--- src/rtl/sldr_pkg.sv ---
// Shared types and constants for the sync word length deframer router.
`default_nettype none
package sldr_pkg;

  localparam int unsigned LenW     = 21;
  localparam int unsigned WordW    = 32;
  localparam int unsigned CfgIdxW  = 2;
  localparam int unsigned HdrBytes = 8;
  localparam int unsigned BeatW    = 3;

  localparam logic [CfgIdxW-1:0] RegSyncWord = 2'd0;
  localparam logic [CfgIdxW-1:0] RegMinLen   = 2'd1;
  localparam logic [CfgIdxW-1:0] RegMaxLen   = 2'd2;
  localparam logic [CfgIdxW-1:0] RegSpecLen  = 2'd3;

  localparam logic [WordW-1:0] SyncWordRst = 32'hFDB1_8540;
  localparam logic [LenW-1:0]  MinLenRst   = 21'd85;
  localparam logic [LenW-1:0]  MaxLenRst   = 21'd1048576;
  localparam logic [LenW-1:0]  SpecLenRst  = 21'd428;

  localparam logic [LenW-1:0]  HdrLen      = 21'd8;
  localparam logic [BeatW-1:0] LastBeat    = 3'd7;

  // One queued unit of work: a whole header (eight bytes) or one body byte.
  typedef struct packed {
    logic                is_hdr;
    logic                last;
    logic                route;
    logic [LenW-1:0]     length;
    logic [8*HdrBytes-1:0] data;  // first byte in the top bits
  } entry_t;

endpackage
`default_nettype wire

--- src/rtl/sldr_front.sv ---
// Front end: hunting window, header check and frame tracking.
`default_nettype none
module sldr_front import sldr_pkg::*; (
  input  wire logic               clk_i,
  input  wire logic               rst_ni,
  input  wire logic               cfg_we_i,
  input  wire logic [CfgIdxW-1:0] cfg_idx_i,
  input  wire logic [WordW-1:0]   cfg_data_i,
  input  wire logic               acc_i,
  input  wire logic [7:0]         data_byte_i,
  output      logic               push_o,
  output      entry_t             entry_o
);

  logic [WordW-1:0] sync_q;
  logic [LenW-1:0]  min_q, max_q, spec_q;
  logic [7:0]       win_q [HdrBytes-1];
  logic [7:0]       win_d [HdrBytes-1];
  logic [BeatW-1:0] fill_q, fill_d;
  logic             in_frame_q, in_frame_d;
  logic [LenW-1:0]  rem_q, rem_d;
  logic             route_q, route_d;
  logic [LenW-1:0]  len_q, len_d;
  logic [WordW-1:0] sync_cand, len_cand;
  logic             bad_len, body_last;

  always_ff @(posedge clk_i or negedge rst_ni) begin
    if (!rst_ni) begin
      sync_q <= SyncWordRst;
      min_q  <= MinLenRst;
      max_q  <= MaxLenRst;
      spec_q <= SpecLenRst;
    end else if (cfg_we_i) begin
      unique case (cfg_idx_i)
        RegSyncWord: sync_q <= cfg_data_i;
        RegMinLen:   min_q  <= cfg_data_i[LenW-1:0];
        RegMaxLen:   max_q  <= cfg_data_i[LenW-1:0];
        RegSpecLen:  spec_q <= cfg_data_i[LenW-1:0];
        default: ;
      endcase
    end
  end

  assign sync_cand = {win_q[0], win_q[1], win_q[2], win_q[3]};
  assign len_cand  = {win_q[4], win_q[5], win_q[6], data_byte_i};
  assign bad_len   = len_cand[WordW-1]
                   || (len_cand <= {{(WordW-LenW){1'b0}}, min_q})
                   || (len_cand >  {{(WordW-LenW){1'b0}}, max_q})
                   || (len_cand <  {{(WordW-LenW){1'b0}}, HdrLen});
  assign body_last = (rem_q == {{(LenW-1){1'b0}}, 1'b1});

  always_comb begin
    win_d      = win_q;
    fill_d     = fill_q;
    in_frame_d = in_frame_q;
    rem_d      = rem_q;
    route_d    = route_q;
    len_d      = len_q;
    push_o     = 1'b0;
    entry_o    = '0;
    if (acc_i) begin
      if (in_frame_q) begin
        push_o         = 1'b1;
        entry_o.last   = body_last;
        entry_o.route  = route_q;
        entry_o.length = len_q;
        entry_o.data   = {data_byte_i, {(8*(HdrBytes-1)){1'b0}}};
        rem_d          = rem_q - 1'b1;
        if (body_last) in_frame_d = 1'b0;
      end else if (fill_q != LastBeat) begin
        win_d[fill_q] = data_byte_i;
        fill_d        = fill_q + 1'b1;
      end else if (sync_cand != sync_q) begin
        // slide by one byte
        for (int i = 0; i < HdrBytes-2; i++) win_d[i] = win_q[i+1];
        win_d[HdrBytes-2] = data_byte_i;
        fill_d = LastBeat;
      end else if (bad_len) begin
        // drop the sync bytes, keep hunting on the length bytes
        for (int i = 0; i < 3; i++) win_d[i] = win_q[i+4];
        win_d[3] = data_byte_i;
        fill_d   = 3'd4;
      end else begin
        push_o         = 1'b1;
        len_d          = len_cand[LenW-1:0];
        route_d        = (len_cand[LenW-1:0] != spec_q);
        rem_d          = len_cand[LenW-1:0] - HdrLen;
        in_frame_d     = (len_cand[LenW-1:0] != HdrLen);
        fill_d         = '0;
        entry_o.is_hdr = 1'b1;
        entry_o.last   = (len_cand[LenW-1:0] == HdrLen);
        entry_o.route  = route_d;
        entry_o.length = len_d;
        entry_o.data   = {sync_cand, len_cand};
      end
    end
  end

  always_ff @(posedge clk_i or negedge rst_ni) begin
    if (!rst_ni) begin
      fill_q     <= '0;
      in_frame_q <= 1'b0;
      rem_q      <= '0;
      route_q    <= 1'b0;
      len_q      <= '0;
    end else begin
      fill_q     <= fill_d;
      in_frame_q <= in_frame_d;
      rem_q      <= rem_d;
      route_q    <= route_d;
      len_q      <= len_d;
    end
  end

  always_ff @(posedge clk_i) begin
    win_q <= win_d;
  end

endmodule
`default_nettype wire

--- src/rtl/sldr_queue.sv ---
// Small FIFO of work entries between the front and back ends.
`default_nettype none
module sldr_queue import sldr_pkg::*; #(
  parameter int unsigned Depth = 8
) (
  input  wire logic   clk_i,
  input  wire logic   rst_ni,
  input  wire logic   push_i,
  input  wire entry_t push_data_i,
  input  wire logic   pop_i,
  output      logic   full_o,
  output      logic   empty_o,
  output      entry_t head_o
);

  localparam int unsigned PtrW = (Depth > 1) ? $clog2(Depth) : 1;
  localparam int unsigned CntW = $clog2(Depth + 1);
  localparam logic [PtrW-1:0] PtrLast = PtrW'(Depth - 1);
  localparam logic [CntW-1:0] CntFull = CntW'(Depth);

  entry_t          mem_q [Depth];
  logic [PtrW-1:0] wr_q, rd_q;
  logic [CntW-1:0] cnt_q;

  assign full_o  = (cnt_q == CntFull);
  assign empty_o = (cnt_q == '0);
  assign head_o  = mem_q[rd_q];

  always_ff @(posedge clk_i or negedge rst_ni) begin
    if (!rst_ni) begin
      wr_q  <= '0;
      rd_q  <= '0;
      cnt_q <= '0;
    end else begin
      if (push_i) wr_q <= (wr_q == PtrLast) ? '0 : wr_q + 1'b1;
      if (pop_i)  rd_q <= (rd_q == PtrLast) ? '0 : rd_q + 1'b1;
      if (push_i && !pop_i)      cnt_q <= cnt_q + 1'b1;
      else if (pop_i && !push_i) cnt_q <= cnt_q - 1'b1;
    end
  end

  always_ff @(posedge clk_i) begin
    if (push_i) mem_q[wr_q] <= push_data_i;
  end

endmodule
`default_nettype wire

--- src/rtl/sldr_back.sv ---
// Back end: expands queued entries into output bytes behind an output register.
`default_nettype none
module sldr_back import sldr_pkg::*; (
  input  wire logic            clk_i,
  input  wire logic            rst_ni,
  input  wire logic            empty_i,
  input  wire entry_t          head_i,
  output      logic            pop_o,
  output      logic            out_valid_o,
  input  wire logic            out_ready_i,
  output      logic [7:0]      out_byte_o,
  output      logic            route_group_o,
  output      logic            frame_start_o,
  output      logic            frame_end_o,
  output      logic [LenW-1:0] frame_length_o
);

  logic [BeatW-1:0] beat_q;
  logic             valid_q;
  logic             load, last_beat;
  logic [7:0]       byte_q;
  logic             route_q, start_q, end_q;
  logic [LenW-1:0]  len_q;

  assign load      = !empty_i && (!valid_q || out_ready_i);
  assign last_beat = !head_i.is_hdr || (beat_q == LastBeat);
  assign pop_o     = load && last_beat;

  always_ff @(posedge clk_i or negedge rst_ni) begin
    if (!rst_ni) begin
      valid_q <= 1'b0;
      beat_q  <= '0;
    end else begin
      if (load)             valid_q <= 1'b1;
      else if (out_ready_i) valid_q <= 1'b0;
      // advance through the header beats, restart on pop
      if (pop_o)     beat_q <= '0;
      else if (load) beat_q <= beat_q + 1'b1;
    end
  end

  always_ff @(posedge clk_i) begin
    if (load) begin
      byte_q  <= head_i.data[8*(LastBeat - beat_q) +: 8];
      route_q <= head_i.route;
      start_q <= head_i.is_hdr && (beat_q == '0);
      end_q   <= head_i.last && last_beat;
      len_q   <= head_i.length;
    end
  end

  assign out_valid_o    = valid_q;
  assign out_byte_o     = byte_q;
  assign route_group_o  = route_q;
  assign frame_start_o  = start_q;
  assign frame_end_o    = end_q;
  assign frame_length_o = len_q;

endmodule
`default_nettype wire

--- src/rtl/sync_length_deframer_router_unit.sv ---
// Top level of the sync word length-prefixed deframer and router.
// Bytes are taken one per cycle. The front end hunts for the sync word in an
// eight-byte window, checks the big-endian length that follows, and queues
// either a whole header or a single body byte; the back end drains the queue
// into a registered output, one byte per cycle while the sink is ready, so a
// header fans out into eight transfers while body bytes keep streaming into the
// queue. Input is stalled only when the queue (Depth entries) is full; with a
// continuously ready sink and Depth of at least 9, one byte per cycle is
// sustained. Each output byte is registered from the entry at the queue head.
// Configuration registers are written by index and take effect at the next
// header.
`default_nettype none
module sync_length_deframer_router_unit import sldr_pkg::*; #(
  parameter int unsigned Depth = 9
) (
  input  wire logic               clk_i,
  input  wire logic               rst_ni,
  input  wire logic               cfg_we_i,
  input  wire logic [CfgIdxW-1:0] cfg_idx_i,
  input  wire logic [WordW-1:0]   cfg_data_i,
  input  wire logic               in_valid_i,
  output      logic               in_ready_o,
  input  wire logic [7:0]         data_byte_i,
  output      logic               out_valid_o,
  input  wire logic               out_ready_i,
  output      logic [7:0]         out_byte_o,
  output      logic               route_group_o,
  output      logic               frame_start_o,
  output      logic               frame_end_o,
  output      logic [LenW-1:0]    frame_length_o
);

  logic   acc, push, pop, full, empty;
  entry_t push_entry, head;

  assign in_ready_o = !full;
  assign acc        = in_valid_i && !full;

  sldr_front u_front (
    .clk_i       (clk_i),
    .rst_ni      (rst_ni),
    .cfg_we_i    (cfg_we_i),
    .cfg_idx_i   (cfg_idx_i),
    .cfg_data_i  (cfg_data_i),
    .acc_i       (acc),
    .data_byte_i (data_byte_i),
    .push_o      (push),
    .entry_o     (push_entry)
  );

  sldr_queue #(
    .Depth (Depth)
  ) u_queue (
    .clk_i       (clk_i),
    .rst_ni      (rst_ni),
    .push_i      (push),
    .push_data_i (push_entry),
    .pop_i       (pop),
    .full_o      (full),
    .empty_o     (empty),
    .head_o      (head)
  );

  sldr_back u_back (
    .clk_i          (clk_i),
    .rst_ni         (rst_ni),
    .empty_i        (empty),
    .head_i         (head),
    .pop_o          (pop),
    .out_valid_o    (out_valid_o),
    .out_ready_i    (out_ready_i),
    .out_byte_o     (out_byte_o),
    .route_group_o  (route_group_o),
    .frame_start_o  (frame_start_o),
    .frame_end_o    (frame_end_o),
    .frame_length_o (frame_length_o)
  );

endmodule
`default_nettype wire

--- config.mk ---
export PLATFORM = sky130hd
export DESIGN_NAME = sync_length_deframer_router_unit
export DESIGN_NICKNAME = d
export VERILOG_FILES = /design/src/rtl/sldr_pkg.sv /design/src/rtl/sldr_front.sv /design/src/rtl/sldr_queue.sv /design/src/rtl/sldr_back.sv /design/src/rtl/sync_length_deframer_router_unit.sv
export SDC_FILE = /design/constraint.sdc
export NUM_CORES = 1
export LEC_CHECK = 0
export BUFFER_PORTS_ARGS = -buffer_cell sky130_fd_sc_hd__buf_2
export CAP_MARGIN = 20
export CORE_ASPECT_RATIO = 1.2
export CORE_MARGIN = 1.5
export CORE_UTILIZATION = 41
export CTS_BUF_LIST = sky130_fd_sc_hd__clkbuf_8
export CTS_CLUSTER_DIAMETER = 120
export DETAILED_ROUTE_END_ITERATION = 8
export GPL_TIMING_DRIVEN = 0
export PLACE_DENSITY_LB_ADDON = 0.25
export SLEW_MARGIN = 20
export SYNTH_ARGS = -nofsm -noshare
export SYNTH_HDL_FRONTEND = slang
export SYNTH_SLANG_ARGS = --single-unit
--- constraint.sdc ---
create_clock -name clk_i -period 17.45 [get_ports clk_i]
set_input_delay 1.745 -clock clk_i [delete_from_list [all_inputs] [get_ports clk_i]]
set_output_delay 1.745 -clock clk_i [all_outputs]
set_load 0.005 [all_outputs]
# Yosys cells after proc, flatten, opt, wreduce, memory -nomap -nowiden
# Memory sizes are Yosys's and may differ from the RTL's.
# Index checks and enable logic that the tools add are counted.
[totals]
reg_bits = 246
latch_bits = 0
mem_bits_rw = 792
mem_bits_ro = 0
in_bits = 47
output_inout_bits = 34
word_cells = 139
mem_count = 1
[op_classes]
n_addsub = 9
mul = 0
div = 0
order_cmp = 5
eq_ne = 16
shift = 1
n_mux = 40
n_bitwise = 5
n_reduce_logical = 36
[mem_list]
columns = ["name", "depth", "word_bits", "rd", "rd_ports_with_merged_regs", "wr", "line_no", "rtl"]
rows = [
  ["u_queue.mem_q", 9, 88, 1, 0, 1, "sldr_queue.sv:21", "entry_t mem_q [Depth];"],
]
[op_table]
columns = ["operator", "count"]
rows = [
  ["88-bit two-way mux", 4],
  ["87-bit two-way mux", 1],
  ["21-bit two-way mux", 4],
  ["32-bit two-way mux", 2],
  ["64-bit by 33-bit indexed part select with 8-bit output", 1],
  ["56-bit bitwise mux", 1],
  ["56-bit two-way mux", 1],
  ["32-bit by 21-bit > comparator with 1-bit output", 1],
  ["32-bit by 21-bit <= comparator with 1-bit output", 1],
  ["32-bit by 4-bit < comparator with 1-bit output (second input constant)", 1],
  ["32-bit != test", 1],
  ["8-bit demux with 3-bit select", 1],
  ["24-bit two-way mux", 1],
  ["21-bit by 1-bit == test with 1-bit output (second input constant)", 1],
  ["21-bit by 4-bit == test with 1-bit output (second input constant)", 1],
  ["21-bit != test", 1],
  ["21-bit by 4-bit != test with 1-bit output (second input constant)", 1],
  ["21-bit by 1-bit subtractor with 21-bit output (second input constant)", 1],
  ["21-bit by 4-bit subtractor with 21-bit output (second input constant)", 1],
  ["4-bit two-way mux", 4],
  ["1-bit two-way mux", 15],
  ["3-bit two-way mux", 5],
  ["4-bit by 1-bit adder with 4-bit output (second input constant)", 3],
  ["4-bit == test (second input constant)", 3],
  ["other kinds (25)", 56],
]

# Depth between registers and ports, before layout
[depth]
ltp_word = 13
depth_mapped = 18
ltp_nobuf = 16

# Hierarchy
# Synthesis repeated with hierarchy kept, for this count alone.
[unflattened]
cells_unflattened = 2844
hier_area_um2 = 44377.6
[modules_own_cells]
columns = ["mod", "instances", "cells_per_inst", "area_per_inst_um2", "seq_area_each_um2"]
rows = [
  ["sldr_queue", 1, 1692, 31221.2, 24083.1],
  ["sldr_front", 1, 1049, 11429.7, 5266.3],
  ["sldr_back", 1, 101, 1716.6, 1061.0],
  ["sync_length_deframer_router_unit", 1, 2, 10.0, 0.0],
]

# Worst setup path before layout
# No wires, ideal clock.
[synth_timing]
path_kind = "input-to-reg"
startpoint = "input port data_byte_i[0]"
endpoint = "memory u_queue.mem_q[1][0] (netlist name), enable pin"
setup_ns = 0.753
arrival_ns = 12.227
t_required_ns = 16.697
slack_ns = 4.470
path_stages = 9
n_path_buf = 2
path_cell_list = "clkbuf_1 -> inv_1 -> ha_1 -> and4_1 -> a31oi_1 -> o41a_1 -> nor4_2 -> clkbuf_1 -> nor4bb_1"
[synth_between]
elab_chain_len = 11
elab_cells_between_ends = 13
cone_classes = "order compare (3); mux (7); reduce/logical (3)"
[synth_lines]
columns = ["item", "line_no", "rtl"]
rows = [
  ["start: declaration", "sync_length_deframer_router_unit.sv:23", "input wire logic [7:0] data_byte_i,"],
  ["32-bit by 21-bit <= comparator with 1-bit output", "sldr_front.sv:47", "|| (len_cand <= {{(WordW-LenW){1'b0}}, min_q})"],
  ["1-bit logical OR", "sldr_front.sv:47", ""],
  ["1-bit logical OR", "sldr_front.sv:48", "|| (len_cand > {{(WordW-LenW){1'b0}}, max_q})"],
  ["1-bit logical OR (*)", "sldr_front.sv:49", "|| (len_cand < {{(WordW-LenW){1'b0}}, HdrLen});"],
  ["1-bit two-way mux (*)", "sldr_front.sv:78", "end else if (bad_len) begin"],
  ["1-bit two-way mux (*)", "sldr_front.sv:73", "end else if (sync_cand != sync_q) begin"],
  ["1-bit two-way mux (*)", "sldr_front.sv:70", "end else if (fill_q != LastBeat) begin"],
  ["1-bit two-way mux (*)", "sldr_front.sv:62", "if (in_frame_q) begin"],
  ["1-bit two-way mux (*)", "sldr_front.sv:61", "if (acc_i) begin"],
  ["1-bit two-way mux (*)", "sldr_queue.sv:43", "if (push_i) mem_q[wr_q] <= push_data_i;"],
  ["1-bit two-way mux (implied by the code) (*)", "sldr_queue.sv:43", ""],
  ["end: declaration", "sldr_queue.sv:21", ""],
]
# Every way passes the cells marked *; elsewhere a longest branch is shown, timed or not.

# Worst setup path after layout
[layout_timing]
startpoint = "input port data_byte_i[0]"
endpoint = "memory u_queue.mem_q[3][24] (netlist name), enable pin"
# The elaborated chain is that of the path after synthesis.

==> results.toml <==
[timing]
rsz0062_at_grt = "false"
min_period_ps = 6630
relSlewSlack_pct = 24.0
final.setup.tns_ps = 0
final_hold_viol_count = 0
fin_worst_skew_ps = 32.5
maxSlewViolCount = 0
worstMarginPinSlew_ps = 1140
setup_viol = 0
fmax_mhz = 151
period_share_pct = 38.0
hold_slack_ps = 480

[critical_path]
start_kind = "input pin"
setup.worst_path.end_class = "flip-flop"
critPathKind = "input pin to flip-flop"
cp_slowest_cell = "nor4_2"
critPathRequiredTime_ps = 17980
cpPeakStageDelay_ps = 840
crit_path_cell_trace = "clkbuf_1 > inv_1 > ha_1 > and4_1 > a31oi_1 > o41a_1 > nor4_2 > clkbuf_1 > nor4bb_4 > buf_4 > buf_4 > buf_6 > buf_6 > buf_8"
timing.rr.start = "u_front.len_cand[15]$_DFFE_PP_"
path_max_fanout = 10
arrival_ps = 7160
path_buf_inv = 8
crit_family = "buffers and inverters"
rr_worst_depth = 13
reg2reg_to = "u_queue.mem_q[3][24]$_DFFE_PP_"
rrSetupSlack_ps = 11530
cp.depth = 14

[floorplanning]
die_w_um = 299
die-height_um = 358
start_util_pct = 41.2
die_area_mm2 = 0.107
core_mm2 = 0.104
io_pins = 81
row_count = 130

[pwr]
p_leak_uw = 0.0176
ir_drop_uv = 87.9
power_frac_clock_pct = 26.7
power.switching_uw = 2210
pwr-share-seq_pct = 44.6
power_density_mw_per_mm2 = 143
combPwrFrac_pct = 28.7
p_int_uw = 4840
power.share.switching_pct = 31.4

[layout]
final_common_cell = "edfxtp_1"
nets = 2920
multi_input_area_mm2 = 0.0123
fin_cells = 4333
regArea_mm2 = 0.0304
area_growth_pct = 15.0
final_core_util_pct = 47.4
fillerInstances = 8996
postLayoutCellArea_mm2 = 0.0495
final_cell_mix = "edfxtp_1 (880), mux4_2 (232), clkbuf_8 (166), dfrtp_1 (133), inv_1 (130)"
final_layout_size_suffix_gt1_share_pct = 26.6

[synthesis]
yosysSeqAreaShare_pct = 70.7
syn-cell-area_mm2 = 0.0430
synth_edf_count = 880
synthCells = 2389
ys_seq_elements = 1038
synthArstFlopShare_pct = 15.2
synthDistinctLibCells = 60
synthFlopType = "edfxtp_1"
avgSynthCellArea_um2 = 18.0
yosys_warnings = 0

[hold_path]
holdPathStages = 1
whs_endpoint = "u_front.len_q[10]$_DFFE_PN0P_"
min_path_type = "flip-flop to flip-flop"
hp-start = "u_front.len_q[10]$_DFFE_PN0P_"

[clock_tree]
clock-sinks = 1038
ctsRootBufferMaster = "clkbuf_8"
cts_made_buffers = 163
insertion_delay_ps = 850
cts_resized = 0
cts_hold_buf = 0
clockBufferDepth = 3
cts_tree = "built"
clk_pin_slew_ps = 60
cts_setup_buffers = 0
h-tree-depth = 4

[placement]
dp_hpwl_um = 81200
portBuffers = 79
dpl.cell_count = 4031
placed_area_mm2 = 0.0465
gp_congestion = 0.869

[global_routing]
grt_usage_pct = 22.0
grt_pass1_wl_um = 168000
grt_antenna_before_repair = 4
grt_pass1_vias = 24969
grt-ovfl-total = 0
grt_max_degree = 84

[outcome]
status = "finished clean"

[drt]
wire_per_inst_um = 26.7
drt_iter0_markers = 2030
drtPass1Iterations = 5
ant_nets = 0
vias = 23762
wl_um = 116000
drc = 0
detail_route.vias_per_cell = 5.48

[run]
drv_cap = 0
## worst max path at each step
stage	startpoint	endpoint	slack, ps
2_1_floorplan	data_byte_i[0]	u_queue.mem_q[1][0]$_DFFE_PP_	4470
3_3_place_gp	data_byte_i[0]	u_queue.mem_q[2][24]$_DFFE_PP_	-6980
3_5_place_dp	data_byte_i[0]	u_queue.mem_q[3][24]$_DFFE_PP_	9830
4_1_cts	data_byte_i[0]	u_queue.mem_q[3][24]$_DFFE_PP_	10730
5_1_grt	data_byte_i[0]	u_queue.mem_q[3][24]$_DFFE_PP_	10440
6_report	data_byte_i[0]	u_queue.mem_q[3][24]$_DFFE_PP_	10820
## synthesized netlist by cell type, types with 4 or more instances
master	number	area (um^2)
and4b_1	4	40.0
nor3_1	31	155
a221oi_1	6	52.6
dfstp_2	25	657
xor2_1	28	245
o31ai_1	9	67.6
ha_1	60	751
or3_1	12	75.1
and2_1	47	294
mux4_2	232	5230
o22ai_1	26	163
o21ai_0	85	425
nor2b_1	9	56.3
buf_1	24	90.1
mux2i_1	51	510
mux2_2	98	1100
a21o_1	55	413
nand4_1	16	100
nor4_1	17	106
dfrtp_1	133	3330
clkbuf_1	86	323
nor2_1	57	214
nand3_1	27	135
a22o_1	10	87.6
nor4bb_1	4	40.0
a21oi_1	46	230
buf_2	22	110
nand2b_1	6	37.5
edfxtp_1	880	26400
a31oi_1	11	68.8
nand2_1	107	402
xnor2_1	45	394
inv_1	67	251
nand3b_1	7	52.6
## cell type report
type                       count  area share (%)
antenna                        3          0.0152
tap                         1386            3.50
multi-input combinational   1248            24.9
timing repair buffer         160            2.60
clock inverter               131            1.34
sequential                  1038            61.4
inverter                      69           0.523
clock buffer                 166            4.62
buffer                       132            1.09
## stage by stage
stage,setup slack (ps),power [uW]
floorplan,4470,4480
global placement,-6980,5210
detailed placement,9830,5250
CTS,10730,7130
global route,10440,7360
finish,10820,7060
## sequential cells by signal, indices dropped and copies added, names as in the netlist, 3 cells and up
name	count
u_back.beat_q	3
u_back.frame_length_o	21
u_back.out_byte_o	8
u_front.fill_q	3
u_front.len_cand	24
u_front.len_q	21
u_front.max_q	21
u_front.min_q	21
u_front.rem_q	21
u_front.spec_q	21
u_front.sync_cand	32
u_front.sync_q	32
u_queue.cnt_q	4
u_queue.mem_q	792
u_queue.rd_q	4
u_queue.wr_q	4
## routing by layer
layer	GRT usage [%]	up-vias	share of wire [%]
li1	-	10274	-
met1	27.5	12462	40
met2	38.7	823	52
met3	3.30	203	5.3
met4	8.33	0	3.4
met5	0	-	0
## logic make-up (layout without fill, tap and decap cells)
logic type      Yosys count  in the layout  share of synthesized area [%]
compound gates          272            272                           4.01
xor+xnor                 73             73                           1.49
fa+ha+maj                61             61                           1.79
buf+inv                 201            658                           1.82
flops                  1038           1038                           70.7
mux                     381            381                           15.9
other cells               1            102                        0.00872
simple gates            362            362                           4.31
## power by group through the flow
stage / Sequential, uW / Clock [uW] / Combinational (uW)
final: 3150 / 1880 / 2030
after global routing: 3180 / 2030 / 2160
after CTS: 3150 / 1920 / 2050
after detailed placement: 3200 / 0 / 2050
after global placement: 3270 / 0 / 1940
after floorplan: 3200 / 0 / 1270
Note: power is estimated with default switching activity, not from simulation.
